===== src/design/gptk_pkg.sv =====
// Shared types, constants and scaling helpers for the gamepad report decoder.
// Used by every module of gamepad_report_to_key_events. No dependencies.
package gptk_pkg;

   // Flag vector and event limits
   localparam int NUM_FLAGS    = 18;
   localparam int FLAG_IDX_W   = $clog2(NUM_FLAGS);
   localparam int MAX_EVENTS   = 16;
   localparam int COUNT_W      = $clog2(MAX_EVENTS);
   localparam int KEY_ID_W     = 5;

   // Default depth of the queue between decoder and event serializer
   localparam int QUEUE_DEPTH_DEFAULT = 4;

   // Input op codes
   localparam logic [1:0] OP_REPORT     = 2'd0;
   localparam logic [1:0] OP_CONNECT    = 2'd1;
   localparam logic [1:0] OP_DISCONNECT = 2'd2;

   // Register indexes on the csr port
   localparam logic CSR_STICK_THRESHOLD   = 1'b0;
   localparam logic CSR_TRIGGER_THRESHOLD = 1'b1;

   // Register reset values
   localparam logic [6:0]  STICK_THRESHOLD_RESET   = 7'd50;
   localparam logic [15:0] TRIGGER_THRESHOLD_RESET = 16'd250;

   // Physical key id of each flag position
   localparam logic [KEY_ID_W-1:0] KEY_IDS [NUM_FLAGS] = '{
      5'd1, 5'd2, 5'd3, 5'd4, 5'd25, 5'd26, 5'd27, 5'd28, 5'd5,
      5'd6, 5'd7, 5'd8, 5'd9, 5'd10, 5'd11, 5'd12, 5'd13, 5'd14
   };

   // Kind of work handed from the decoder to the serializer
   typedef enum logic [1:0] {
      KIND_REPORT     = 2'd0,
      KIND_CONNECT    = 2'd1,
      KIND_DISCONNECT = 2'd2
   } kind_type;

   typedef struct packed {
      kind_type               kind;
      logic [NUM_FLAGS-1:0]   flags;
   } entry_type;

   // 16-bit axis to -100..99, truncating toward zero
   function automatic logic signed [8:0] scale16(input logic [15:0] raw);
      logic signed [16:0] v;
      logic signed [23:0] p;
      logic signed [23:0] r;
      v = $signed({1'b0, raw}) - 17'sd32768;
      p = 24'(v) * 24'sd100;
      r = p + (p[23] ? 24'sd32767 : 24'sd0);
      return $signed(r[23:15]);
   endfunction

   // 8-bit axis to -100..99, truncating toward zero
   function automatic logic signed [8:0] scale8(input logic [7:0] raw);
      logic signed [8:0]  v;
      logic signed [15:0] p;
      logic signed [15:0] r;
      v = $signed({1'b0, raw}) - 9'sd128;
      p = 16'(v) * 16'sd100;
      r = p + (p[15] ? 16'sd127 : 16'sd0);
      return $signed(r[15:7]);
   endfunction

   // Hat position to direction bits: bit0 up, bit1 down, bit2 left, bit3 right
   function automatic logic [3:0] hat_dirs(input logic [7:0] hat);
      logic [3:0] d;
      case (hat)
         8'd1:    d = 4'd1;
         8'd2:    d = 4'd9;
         8'd3:    d = 4'd8;
         8'd4:    d = 4'd10;
         8'd5:    d = 4'd2;
         8'd6:    d = 4'd6;
         8'd7:    d = 4'd4;
         8'd8:    d = 4'd5;
         default: d = 4'd0;
      endcase
      return d;
   endfunction

endpackage


===== src/design/gamepad_report_to_key_events.sv =====
// Top level of the gamepad report to key event converter.
// Depends on gptk_pkg, gptk_front, gptk_fifo and gptk_back.
//
//   channel | direction | handshake            | beat
//   req     | in        | req_valid/req_ready  | op, 15 report bytes, report length
//   rsp     | out       | rsp_valid/rsp_ready  | key id, pressed, last, link up
//   csr     | in        | csr_wr_en            | register index and write data
//
// The front end takes one request per cycle while req_ready is high and decodes it
// into a staging register. The serializer takes an entry from the queue while idle
// and then sends one event per changed key, k = 0..16 events, while rsp is not stalled.
// Reset is synchronous; it clears the stored keys, the link flag and the queue.
// A stalled rsp side fills the queue before req_ready drops.
module gamepad_report_to_key_events import gptk_pkg::*; #(
   parameter int QUEUE_DEPTH = QUEUE_DEPTH_DEFAULT
) (
   input  logic                clock,
   input  logic                reset,
   input  logic                csr_wr_en,
   input  logic                csr_index,
   input  logic [15:0]         csr_wdata,
   input  logic                req_valid,
   output logic                req_ready,
   input  logic [1:0]          req_op,
   input  logic [63:0]         req_report_low,
   input  logic [55:0]         req_report_high,
   input  logic [15:0]         req_report_length,
   output logic                rsp_valid,
   input  logic                rsp_ready,
   output logic [KEY_ID_W-1:0] rsp_key_id,
   output logic                rsp_pressed,
   output logic                rsp_last,
   output logic                rsp_link_up
);

   logic      push_valid, push_ready;
   entry_type push_entry;
   logic      pop_valid, pop_ready;
   entry_type pop_entry;

   gptk_front u_front (
      .clock             (clock),
      .reset             (reset),
      .csr_wr_en         (csr_wr_en),
      .csr_index         (csr_index),
      .csr_wdata         (csr_wdata),
      .req_valid         (req_valid),
      .req_ready         (req_ready),
      .req_op            (req_op),
      .req_report_low    (req_report_low),
      .req_report_high   (req_report_high),
      .req_report_length (req_report_length),
      .push_valid        (push_valid),
      .push_ready        (push_ready),
      .push_entry        (push_entry)
   );

   gptk_fifo #(.DEPTH(QUEUE_DEPTH)) u_fifo (
      .clock      (clock),
      .reset      (reset),
      .push_valid (push_valid),
      .push_ready (push_ready),
      .push_entry (push_entry),
      .pop_valid  (pop_valid),
      .pop_ready  (pop_ready),
      .pop_entry  (pop_entry)
   );

   gptk_back u_back (
      .clock       (clock),
      .reset       (reset),
      .pop_valid   (pop_valid),
      .pop_ready   (pop_ready),
      .pop_entry   (pop_entry),
      .rsp_valid   (rsp_valid),
      .rsp_ready   (rsp_ready),
      .rsp_key_id  (rsp_key_id),
      .rsp_pressed (rsp_pressed),
      .rsp_last    (rsp_last),
      .rsp_link_up (rsp_link_up)
   );

endmodule


===== src/design/gptk_front.sv =====
// Front end: csr registers, report decode into the 18 key flags, one staging register.
// Depends on gptk_pkg.
module gptk_front import gptk_pkg::*; (
   input  logic             clock,
   input  logic             reset,
   input  logic             csr_wr_en,
   input  logic             csr_index,
   input  logic [15:0]      csr_wdata,
   input  logic             req_valid,
   output logic             req_ready,
   input  logic [1:0]       req_op,
   input  logic [63:0]      req_report_low,
   input  logic [55:0]      req_report_high,
   input  logic [15:0]      req_report_length,
   output logic             push_valid,
   input  logic             push_ready,
   output entry_type        push_entry
);

   localparam logic [15:0] LEN_MIN  = 16'd4;
   localparam logic [15:0] LEN_HAT  = 16'd5;
   localparam logic [15:0] LEN_BTN  = 16'd6;
   localparam logic [15:0] LEN_WIDE = 16'd15;

   logic [6:0]  stick_thr_ff,  stick_thr_in;
   logic [15:0] trig_thr_ff,   trig_thr_in;
   logic        stage_valid_ff, stage_valid_in;
   entry_type   stage_ff,       stage_in;

   logic        req_fire;
   logic        keep;
   logic [7:0]  b [15];
   logic [NUM_FLAGS-1:0] flags;

   // csr writes
   always_comb begin
      stick_thr_in = stick_thr_ff;
      trig_thr_in  = trig_thr_ff;
      if (csr_wr_en) begin
         unique case (csr_index)
            CSR_STICK_THRESHOLD:   stick_thr_in = csr_wdata[6:0];
            CSR_TRIGGER_THRESHOLD: trig_thr_in  = csr_wdata;
            default: ;
         endcase
      end
   end

   // report decode
   always_comb begin
      logic signed [8:0] lx, ly, rx, ry, tp, tn;
      logic [7:0] hat, btn;
      logic [3:0] dirs;
      logic a, bb, x, y, l1, r1, l2, r2, sel, st;
      for (int i = 0; i < 8; i++) b[i] = req_report_low[8*i +: 8];
      for (int i = 0; i < 7; i++) b[8+i] = req_report_high[8*i +: 8];
      dirs = 4'd0;
      {a, bb, x, y, l1, r1, l2, r2, sel, st} = '0;
      hat = 8'd0;
      btn = 8'd0;
      if (req_report_length >= LEN_WIDE) begin
         lx  = scale16({b[1], b[0]});
         ly  = scale16({b[3], b[2]});
         rx  = scale16({b[5], b[4]});
         ry  = scale16({b[7], b[6]});
         l2  = {b[9], b[8]} > trig_thr_ff;
         r2  = {b[11], b[10]} > trig_thr_ff;
         // hat falls back to byte 14, buttons fall back to byte 11
         hat = (b[12] <= 8'd8) ? b[12] : ((b[14] <= 8'd8) ? b[14] : 8'd0);
         dirs = hat_dirs(hat);
         btn = (b[13] != 8'd0 || b[12] <= 8'd8) ? b[13] : b[11];
         a   = btn[0];
         bb  = btn[1];
         x   = btn[3];
         y   = btn[4];
         l1  = btn[6];
         r1  = btn[7];
         sel = b[14][2];
         st  = b[14][3];
      end else begin
         lx = scale8(b[0]);
         ly = scale8(b[1]);
         rx = scale8(b[2]);
         ry = scale8(b[3]);
         if (req_report_length >= LEN_HAT) begin
            dirs = hat_dirs({4'd0, b[4][3:0]});
            {y, x, bb, a} = b[4][7:4];
         end
         if (req_report_length >= LEN_BTN) begin
            {st, sel, r2, l2, r1, l1} = b[5][5:0];
         end
      end
      // stick thresholds
      tp = $signed({2'b00, stick_thr_ff});
      tn = -tp;
      flags[0]  = dirs[0] | (ly < tn);
      flags[1]  = dirs[1] | (ly > tp);
      flags[2]  = dirs[2] | (lx < tn);
      flags[3]  = dirs[3] | (lx > tp);
      flags[4]  = ry < tn;
      flags[5]  = ry > tp;
      flags[6]  = rx < tn;
      flags[7]  = rx > tp;
      flags[8]  = a;
      flags[9]  = bb;
      flags[10] = x;
      flags[11] = y;
      flags[12] = r1;
      flags[13] = l1;
      flags[14] = r2;
      flags[15] = l2;
      flags[16] = st;
      flags[17] = sel;
   end

   // classify the beat; short reports and the unused op are dropped here
   always_comb begin
      keep           = 1'b0;
      stage_in       = stage_ff;
      stage_in.flags = flags;
      unique case (req_op)
         OP_REPORT: begin
            keep          = req_report_length >= LEN_MIN;
            stage_in.kind = KIND_REPORT;
         end
         OP_CONNECT: begin
            keep          = 1'b1;
            stage_in.kind = KIND_CONNECT;
         end
         OP_DISCONNECT: begin
            keep          = 1'b1;
            stage_in.kind = KIND_DISCONNECT;
         end
         default: begin
            keep          = 1'b0;
            stage_in.kind = KIND_REPORT;
         end
      endcase
   end

   assign req_ready  = !stage_valid_ff || push_ready;
   assign req_fire   = req_valid && req_ready;
   assign push_valid = stage_valid_ff;
   assign push_entry = stage_ff;

   // staging register
   always_comb begin
      stage_valid_in = stage_valid_ff && !push_ready;
      if (req_fire && keep) stage_valid_in = 1'b1;
   end

   always_ff @(posedge clock) begin
      if (reset) begin
         stick_thr_ff   <= STICK_THRESHOLD_RESET;
         trig_thr_ff    <= TRIGGER_THRESHOLD_RESET;
         stage_valid_ff <= 1'b0;
      end else begin
         stick_thr_ff   <= stick_thr_in;
         trig_thr_ff    <= trig_thr_in;
         stage_valid_ff <= stage_valid_in;
      end
   end

   always_ff @(posedge clock) begin
      if (req_fire && keep) stage_ff <= stage_in;
   end

endmodule


===== src/design/gptk_fifo.sv =====
// Short queue of decoded entries between the front end and the serializer.
// Depends on gptk_pkg.
module gptk_fifo import gptk_pkg::*; #(
   parameter int DEPTH = QUEUE_DEPTH_DEFAULT
) (
   input  logic      clock,
   input  logic      reset,
   input  logic      push_valid,
   output logic      push_ready,
   input  entry_type push_entry,
   output logic      pop_valid,
   input  logic      pop_ready,
   output entry_type pop_entry
);

   localparam int PTR_W = $clog2(DEPTH);
   localparam int CNT_W = $clog2(DEPTH + 1);

   entry_type        slot_ff [DEPTH];
   logic [PTR_W-1:0] wr_ptr_ff, wr_ptr_in;
   logic [PTR_W-1:0] rd_ptr_ff, rd_ptr_in;
   logic [CNT_W-1:0] count_ff,  count_in;
   logic             push, pop;

   assign push_ready = count_ff != CNT_W'(DEPTH);
   assign pop_valid  = count_ff != '0;
   assign pop_entry  = slot_ff[rd_ptr_ff];
   assign push       = push_valid && push_ready;
   assign pop        = pop_valid && pop_ready;

   // pointer wrap and occupancy
   always_comb begin
      wr_ptr_in = wr_ptr_ff;
      rd_ptr_in = rd_ptr_ff;
      count_in  = count_ff;
      if (push) wr_ptr_in = (wr_ptr_ff == PTR_W'(DEPTH - 1)) ? '0 : wr_ptr_ff + 1'b1;
      if (pop)  rd_ptr_in = (rd_ptr_ff == PTR_W'(DEPTH - 1)) ? '0 : rd_ptr_ff + 1'b1;
      if (push && !pop) count_in = count_ff + 1'b1;
      if (pop && !push) count_in = count_ff - 1'b1;
   end

   always_ff @(posedge clock) begin
      if (reset) begin
         wr_ptr_ff <= '0;
         rd_ptr_ff <= '0;
         count_ff  <= '0;
      end else begin
         wr_ptr_ff <= wr_ptr_in;
         rd_ptr_ff <= rd_ptr_in;
         count_ff  <= count_in;
      end
   end

   always_ff @(posedge clock) begin
      if (push) slot_ff[wr_ptr_ff] <= push_entry;
   end

endmodule


===== src/design/gptk_back.sv =====
// Back end: stored key flags, link flag, and the event serializer with its output register.
// Depends on gptk_pkg.
module gptk_back import gptk_pkg::*; (
   input  logic                clock,
   input  logic                reset,
   input  logic                pop_valid,
   output logic                pop_ready,
   input  entry_type           pop_entry,
   output logic                rsp_valid,
   input  logic                rsp_ready,
   output logic [KEY_ID_W-1:0] rsp_key_id,
   output logic                rsp_pressed,
   output logic                rsp_last,
   output logic                rsp_link_up
);

   logic [NUM_FLAGS-1:0] prev_ff, prev_in;
   logic [NUM_FLAGS-1:0] cur_ff,  cur_in;
   logic [NUM_FLAGS-1:0] pend_ff, pend_in;
   logic                 busy_ff, busy_in;
   logic                 link_ff, link_in;
   logic [COUNT_W-1:0]   count_ff, count_in;

   logic                 out_valid_ff, out_valid_in;
   logic [KEY_ID_W-1:0]  out_key_ff;
   logic                 out_pressed_ff, out_last_ff, out_link_ff;

   logic                  pop, emit, out_free, ev_last;
   logic [NUM_FLAGS-1:0]  low_bit, rest;
   logic [FLAG_IDX_W-1:0] low_idx;

   assign out_free  = !out_valid_ff || rsp_ready;
   assign pop_ready = !busy_ff;
   assign pop       = pop_valid && pop_ready;
   assign emit      = busy_ff && out_free;

   // lowest pending flag
   always_comb begin
      low_bit = pend_ff & (~pend_ff + 1'b1);
      rest    = pend_ff & ~low_bit;
      low_idx = '0;
      for (int i = 0; i < NUM_FLAGS; i++) begin
         low_idx = low_idx | (low_bit[i] ? FLAG_IDX_W'(i) : '0);
      end
      ev_last = (rest == '0) || (count_ff == COUNT_W'(MAX_EVENTS - 1));
   end

   // take an entry, or send one event per cycle while the output register is free
   always_comb begin
      prev_in  = prev_ff;
      cur_in   = cur_ff;
      pend_in  = pend_ff;
      busy_in  = busy_ff;
      link_in  = link_ff;
      count_in = count_ff;
      if (pop) begin
         unique case (pop_entry.kind)
            KIND_REPORT: begin
               link_in  = 1'b1;
               cur_in   = pop_entry.flags;
               pend_in  = pop_entry.flags ^ prev_ff;
               busy_in  = (pop_entry.flags ^ prev_ff) != '0;
               count_in = '0;
            end
            KIND_CONNECT: link_in = 1'b1;
            KIND_DISCONNECT: begin
               link_in = 1'b0;
               prev_in = '0;
            end
            default: ;
         endcase
      end else if (emit) begin
         prev_in  = (prev_ff & ~low_bit) | (cur_ff & low_bit);
         pend_in  = rest;
         count_in = count_ff + 1'b1;
         if (ev_last) busy_in = 1'b0;
      end
   end

   // output register
   always_comb begin
      out_valid_in = out_valid_ff && !rsp_ready;
      if (emit) out_valid_in = 1'b1;
   end

   always_ff @(posedge clock) begin
      if (reset) begin
         prev_ff      <= '0;
         busy_ff      <= 1'b0;
         link_ff      <= 1'b0;
         count_ff     <= '0;
         out_valid_ff <= 1'b0;
      end else begin
         prev_ff      <= prev_in;
         busy_ff      <= busy_in;
         link_ff      <= link_in;
         count_ff     <= count_in;
         out_valid_ff <= out_valid_in;
      end
   end

   always_ff @(posedge clock) begin
      cur_ff  <= cur_in;
      pend_ff <= pend_in;
      if (emit) begin
         out_key_ff     <= KEY_IDS[low_idx];
         out_pressed_ff <= |(cur_ff & low_bit);
         out_last_ff    <= ev_last;
         out_link_ff    <= link_ff;
      end
   end

   assign rsp_valid   = out_valid_ff;
   assign rsp_key_id  = out_key_ff;
   assign rsp_pressed = out_pressed_ff;
   assign rsp_last    = out_last_ff;
   assign rsp_link_up = out_link_ff;

`ifndef SYNTHESIS
   // a busy serializer always has a change left to send
   a_busy_has_pending: assert property (@(posedge clock) disable iff (reset)
      busy_ff |-> pend_ff != '0)
      else $error("serializer busy with no pending change");

   // the final event of a report frees the serializer
   a_last_frees: assert property (@(posedge clock) disable iff (reset)
      (emit && ev_last) |=> !busy_ff)
      else $error("serializer still busy after final event");

   // a disconnect wipes the stored flags and the link
   a_disconnect_clears: assert property (@(posedge clock) disable iff (reset)
      (pop && pop_entry.kind == KIND_DISCONNECT) |=> (prev_ff == '0 && !link_ff))
      else $error("disconnect left state behind");

   // the stored flags only move toward the report being serialized
   a_prev_tracks_cur: assert property (@(posedge clock) disable iff (reset)
      emit |=> ((prev_ff ^ cur_ff) & $past(low_bit)) == '0)
      else $error("sent flag not recorded");
`endif

endmodule


===== config.mk =====
export PLATFORM = sky130hd
export DESIGN_NAME = gamepad_report_to_key_events
export DESIGN_NICKNAME = d
export VERILOG_FILES = /design/src/design/gptk_pkg.sv /design/src/design/gamepad_report_to_key_events.sv /design/src/design/gptk_front.sv /design/src/design/gptk_fifo.sv /design/src/design/gptk_back.sv
export SDC_FILE = /design/constraint.sdc
export NUM_CORES = 1
export LEC_CHECK = 0
export BUFFER_PORTS_ARGS = -buffer_cell sky130_fd_sc_hd__buf_2
export CAP_MARGIN = 25
export CORE_MARGIN = 8
export CORE_UTILIZATION = 45
export CTS_CLUSTER_DIAMETER = 60
export DETAILED_ROUTE_END_ITERATION = 10
export GPL_TIMING_DRIVEN = 0
export PLACE_DENSITY = 0.64
export REMOVE_ABC_BUFFERS = 1
export SYNTH_ARGS = -nofsm -noshare
export SYNTH_HDL_FRONTEND = slang
export SYNTH_SLANG_ARGS = --single-unit

===== constraint.sdc =====
create_clock -name clock -period 10.3 [get_ports clock]
set_input_delay 1.03 -clock clock [delete_from_list [all_inputs] [get_ports clock]]
set_output_delay 1.03 -clock clock [all_outputs]
set_load 0.005 [all_outputs]

==> results of run 1 <==
==> area by class of cell <==
class                      count  area, um^2  share of cell area [%]
multi-input combinational   1903       15500                    63.6
tap                          622         778                    3.20
sequential                   202        5490                    22.5
clock buffer                  29         576                    2.37
clock inverter                 8         193                   0.792
timing repair buffer         179        1060                    4.36
inverter                     202         758                    3.12
==> flip-flops by register name, summed over array words and instances (netlist names), 2 cells and up, named ones only <==
signal and count:
u_back.count_ff 4, u_front.push_entry 20, u_back.pend_ff 18, u_back.rsp_key_id 5, u_back.prev_ff 18, u_fifo.rd_ptr_ff 2
u_front.stick_thr_ff 7, u_fifo.count_ff 3, u_fifo.wr_ptr_ff 2, u_front.trig_thr_ff 16, u_fifo.slot_ff 80, u_back.cur_ff 18
==> kinds of logic after synthesis <==
logic type	count (synthesis)	synth area share, %
xor+xnor	165	6.62
compound gates	584	17.2
simple gates	652	15.0
fa+ha+maj	466	28.7
buf+inv	267	4.61
flops	202	25.0
mux	36	2.79
==> power by group through the flow <==
stage / clock (mW) / sequential (mW) / combinational (mW)
floorplan: 0 / 1.12 / 2.18
global placement: 0 / 1.15 / 2.76
detailed placement: 0 / 1.16 / 2.87
CTS: 0.857 / 1.14 / 2.89
global route: 0.884 / 1.16 / 3.28
finish: 0.842 / 1.14 / 2.89
==> critical path: cells and delay by family <==
family / cells / cell delay [ps]
buffers and inverters: 3 / 490
AO/OA/AOI/OAI: 16 / 3790
AND/OR/NAND/NOR: 8 / 780
XOR/XNOR: 2 / 370
adder cells (fa/ha/maj): 7 / 2100
==> per-layer routing <==
metal	vias to the layer above	track usage [%]	share of wire, %
li1	8973	-	-
met1	8605	24.7	44
met2	376	36.2	50
met3	89	1.65	3.5
met4	2	4.94	2.5
met5	-	0	0.019
==> worst min-delay path by stage <==
stage / startpoint / to / depth (start not counted)
floorplan: u_back.link_ff / u_back.rsp_link_up / 0
global placement: u_back.link_ff / u_back.rsp_link_up / 0
detailed placement: u_back.link_ff / u_back.rsp_link_up / 0
CTS: u_back.link_ff / u_back.rsp_link_up / 0
global route: u_back.link_ff / u_back.rsp_link_up / 0
finish: u_back.link_ff / u_back.rsp_link_up / 0
==> placed cells by master, fill, tap and decap left out, drive strengths merged, types with 23 or more instances in the layout <==
| cell type | count |
|---|---|
| nand3 | 49 |
| inv | 202 |
| nor3 | 39 |
| fa | 65 |
| ha | 398 |
| xnor2 | 121 |
| a21oi | 165 |
| o21a | 43 |
| edfxtp | 144 |
| nand2 | 179 |
| clkbuf | 29 |
| nor2b | 39 |
| nand2b | 24 |
| nor2 | 139 |
| xor2 | 44 |
| buf | 179 |
| nand4 | 50 |
| o21ai | 138 |
| a21o | 50 |
| and3 | 24 |
| dfxtp | 58 |
| a211oi | 23 |
==> stage by stage <==
step | hold slack [ps] | setup WS, ps
after floorplan | 409 | 2450
after global placement | 426 | 1060
after detailed placement | 432 | 1540
after CTS | 444 | 2000
after global routing | 464 | 1430
final | 441 | 1920
==> flow_summary_export.csv, run 1 <==
group,metric,value,unit
power_and_ir_drop,ir_drop,97.9,uV
timing,slew_headroom,32.3,%
route,routed_wl,57.2,mm
worst_setup_path,cp_data_required_time,10500,ps
global_route,grt_pass1_wl,92.3,mm
synth,ys_ff_latch,202,
timing,period_share,81.4,%
worst_setup_path,r2r_slack,6350,ps
die,rows,81,
synth,yosys_most_used_dff,"edfxtp_1",
global_route,grt_pass1_vias,18200,
synth,ys_top_cells_by_count,"398 x ha_1, 202 x inv_1, 179 x nand2_1, 165 x a21oi_1, 144 x edfxtp_1",
power_and_ir_drop,clockPowerShare,17.3,%
final_layout,final_cells,3145,
timing,rsz0062_at_grt,"false",
die,fp.dieW,237,um
route,vias,18000,
die,ios,170,
clocking,clock-sinks,202,
synth,synth.avg_cell_area,9.26,um^2
timing,slew_violations,0,
worst_setup_path,timing.rr.end,"u_back.rsp_key_id[1]",
worst_setup_path,end_kind,"flip-flop",
clocking,cts_tree,"yes",
clocking,cts_hold_buf,0,
final_layout,layout-drive-gt1-share,10.6,%
final_layout,fillers,4519,
synth,synth_top_area_cell,"ha_1",
power_and_ir_drop,power_density,200,mW/mm^2
timing,finalSetupTns,0,ps
timing,fin_crit,8380,ps
route,avgRoutedWirePerCell,18.2,um
synth,yosys-top-cells-area,"ha_1 23%, edfxtp_1 20%, fa_1 5.9%",
final_layout,antenna_cells,0,
timing,skew,10.9,ps
synth,yosysUniqueCellTypes,90,
status,status,"completed",
die,core_area,0.0485,mm^2
die,die-area,0.0561,mm^2
synth,synthDominantCellAreaShare,22.7,%
timing,hold_viol,0,
global_route,grt_max_degree,43,
place,portBuffers,169,
clocking,path_clk_slew,60,ps
route,drc_errors,0,
power_and_ir_drop,p_leak,10.8,nW
synth,yosys_warnings,0,
power_and_ir_drop,p_sw_share,42.7,%
timing,fmax,119,MHz
synth,ys_seq_area_share,25.0,%
worst_setup_path,crit_fanout,12,
clocking,cts_buffers,21,
worst_setup_path,cpMostUsedCell,"ha_1",
worst_setup_path,crit_slowest_cell,"o31ai_1",
die,die_h,237,um
worst_setup_path,endpoint,"u_front.push_entry[7]",
die,initial_core_util,45.2,%
worst_setup_path,worst-setup-path-type,"primary input to flip-flop",
worst_setup_path,r2r_cells,10,
timing,worst_pin_slew,1010,ps
synth,synthArstFlopShare,0,%
worst_setup_path,arrival,8580,ps
global_route,grt_usage,19.7,%
worst_setup_path,cp-startpoint,"req_report_low[34]",
worst_setup_path,start_kind,"primary input",
clocking,cts-root-buf,"clkbuf_16",
route,antenna_left,0,
synth,yosys.cell_count.top_type,"ha_1",
clocking,htreeDepth,1,
route,firstDrtPassIters,5,
place,hpwl,48.0,mm
clocking,postCtsSetupRepairBufs,0,
power_and_ir_drop,p_seq_share,23.4,%
synth,syn_area,0.0220,mm^2
worst_setup_path,max_stage_delay,570,ps
worst_setup_path,r2r_start,"u_back.pend_ff[0]",
place,dpl.cell_count,3108,
place,gp_routability_congestion,0.903,
clocking,ctsResizeCount,0,
final_layout,layout.nets,3132,
global_route,antenna_found_initial,2,
final_layout,area_growth,10.8,%
worst_hold_path,hp-class,"flip-flop to flip-flop",
final_layout,utilization,50.1,%
synth,synth_cells,2372,
timing,setup_violations,0,
synth,synth_edf_count,144,
flow_run,maxCapViolations,0,
route,drtIter0Drc,1026,
global_route,gr-total-overflow,0,
power_and_ir_drop,p_int,2.79,mW
clocking,worst_skew_pair.late_latency,490,ps
clocking,clk_path_buf_depth,3,
place,place_area,0.0236,mm^2
power_and_ir_drop,combinationalPowerShare,59.3,%
final_layout,final_area,0.0243,mm^2
power_and_ir_drop,p_total,4.88,mW
power_and_ir_drop,power.switching,2.08,mW
route,vias_per_cell,5.74,
(Power assumes the default switching activity.)
==> inputs of run 2 (changes only) <==
Settings changed: PLACE_DENSITY 0.64 to 0.66.
Clock period 10.3 ns to 7.2 ns, I/O delays scaled along.
==> run 2 against run 1 <==
Setup slack got worse by 1600 ps. Power rose by 46%. Worst hold slack gained 14 ps. Critical path depth decreased by 2. Register-to-register slack got worse by 3100 ps. Largest power group unchanged.
==> flow_summary_export.csv, run 2 (synthesized netlist as in run 1, its figures left out) <==
group,metric,value,unit
route,firstDrtPassIters,6,
die,initial_core_util,45.2,%
final_layout,mostFrequentLayoutCell,"ha_1",
final_layout,fillers,4406,
worst_hold_path,hp-class,"flip-flop to flip-flop",
status,status,"completed",
route,avgRoutedWirePerCell,18.4,um
die,die_h,237,um
final_layout,multi_input_area,0.0160,mm^2
route,vias,18400,
worst_setup_path,crit_slowest_cell,"fa_1",
clocking,cts-root-buf,"clkbuf_16",
final_layout,final_cells,3181,
clocking,cts_buffers,20,
final_layout,layout.nets,3168,
die,fp.dieW,237,um
power_and_ir_drop,p_total,7.11,mW
worst_setup_path,start_kind,"primary input",
global_route,grt_max_degree,43,
global_route,gr-total-overflow,0,
power_and_ir_drop,p_int,3.97,mW
clocking,cts_hold_buf,0,
timing,worst_pin_slew,1040,ps
timing,skew,26.7,ps
power_and_ir_drop,power_density,285,mW/mm^2
power_and_ir_drop,clockPowerShare,14.2,%
place,portBuffers,169,
place,hpwl,47.7,mm
power_and_ir_drop,p_leak,10.9,nW
clocking,clock-sinks,202,
timing,slew_headroom,30.7,%
route,drc_errors,0,
place,dpl.cell_count,3108,
clocking,path_clk_slew,60,ps
global_route,antenna_found_initial,2,
die,rows,81,
die,die-area,0.0561,mm^2
clocking,cts_tree,"yes",
place,gp_routability_congestion,0.921,
final_layout,area_growth,13.7,%
power_and_ir_drop,p_sw_share,44.1,%
global_route,grt_pass1_wl,92.6,mm
timing,setup_violations,0,
final_layout,antenna_cells,0,
route,drtIter0Drc,956,
final_layout,regMostFlops,"u_fifo.slot_ff",
route,vias_per_cell,5.78,
final_layout,final_cell_mix,"381 x ha_1, 199 x inv_1, 178 x nand2_1",
final_layout,regArea,0.00549,mm^2
flow_run,maxCapViolations,0,
route,antenna_left,0,
power_and_ir_drop,ir_drop,144,uV
power_and_ir_drop,p_seq_share,23.0,%
power_and_ir_drop,power.switching,3.14,mW
clocking,clk_path_buf_depth,3,
clocking,worst_skew_pair.late_latency,500,ps
timing,hold_viol,0,
worst_setup_path,max_stage_delay,450,ps
timing,slew_violations,0,
timing,fin_crit,6920,ps
final_layout,largest_reg_flops,80,
die,core_area,0.0485,mm^2
die,ios,170,
power_and_ir_drop,combinationalPowerShare,62.8,%
clocking,htreeDepth,1,
route,routed_wl,58.4,mm
worst_setup_path,worst-setup-path-type,"primary input to flip-flop",
timing,rsz0062_at_grt,"true",
timing,period_share,96.1,%
timing,fmax,145,MHz
worst_setup_path,cpMostUsedCell,"o21ai_2",
worst_setup_path,crit_fanout,5,
worst_setup_path,arrival,7160,ps
worst_setup_path,cp_data_required_time,7440,ps
final_layout,layout-drive-gt1-share,14.7,%
worst_setup_path,end_kind,"flip-flop",
global_route,grt_pass1_vias,18400,
global_route,grt_usage,19.8,%
[run 2: cell count changes in the layout (fill, tap and decap cells not counted), moves of 6 or more]
cell	delta
buf_4	+38
o21ai_0	-18
ha_1	-17
ha_4	+11
o21ai_1	+11
a21oi_1	-8
a21oi_2	+8
o21ai_2	+7
clkinvlp_4	+6
ha_2	+6
[run 2: path summary, 6_finish.rpt]
kind | startpoint | endpoint | slack [ps] | cells past startpoint
min reg2reg | u_back.link_ff | u_back.rsp_link_up | 460 | 0
max reg2reg | u_back.pend_ff[3] | u_back.rsp_key_id[1] | 3240 | 10
min | u_back.link_ff | u_back.rsp_link_up | 460 | 0
max | req_report_low[17] | u_front.push_entry[1] | 280 | 34
[run 2: layout make-up]
| cell class | instances | area share, % |
|---|---|---|
| inverter | 202 | 3.07 |
| clock inverter | 13 | 0.471 |
| timing repair buffer | 216 | 5.40 |
| tap | 622 | 3.12 |
| clock buffer | 23 | 2.09 |
| multi-input combinational | 1903 | 63.9 |
| sequential | 202 | 22.0 |
[run 2: power by group through the flow]
stage	registers [mW]	clock network [mW]	logic (mW)
finish	1.63	1.01	4.47
global route	1.66	1.07	5.01
CTS	1.63	1.03	4.19
detailed placement	1.66	0	4.10
global placement	1.65	0	3.95
floorplan	1.60	0	3.12
[run 2: worst max-delay path: cells and delay by family]
family / cells / cell delay, ps
XOR/XNOR: 1 / 140
AO/OA/AOI/OAI: 14 / 2370
AND/OR/NAND/NOR: 9 / 1290
buffers and inverters: 3 / 440
adder cells (fa/ha/maj): 7 / 2150
[run 2: metrics by stage]
step	setup slack (ps)	utilization (%)	hold WS (ps)	TNS (ps)	area, um^2
after floorplan	-341	-	409	-574	21700
after global placement	-1760	48.0	429	-8150	23300
after detailed placement	-1270	48.5	440	-7340	23600
after CTS	14.7	50.1	442	0	24300
after global routing	-75.0	51.4	449	-204	25000
final	280	51.4	455	0	25000
[run 2: what timing repair did]
item,in CTS,in global routing
gates cloned,0,1
resized for setup,25,82
buffers inserted,6,30
setup endpoints to repair,8,8
pin swaps,8,39
[run 2: metal layers]
metal | routed length (um) | vias to the layer above | GRT usage, %
met1 | 25100 | 8787 | 24.4
li1 | - | 9045 | -
met5 | 27 | - | 0
met3 | 2540 | 106 | 2.28
met2 | 29100 | 432 | 35.9
met4 | 1670 | 4 | 5.45
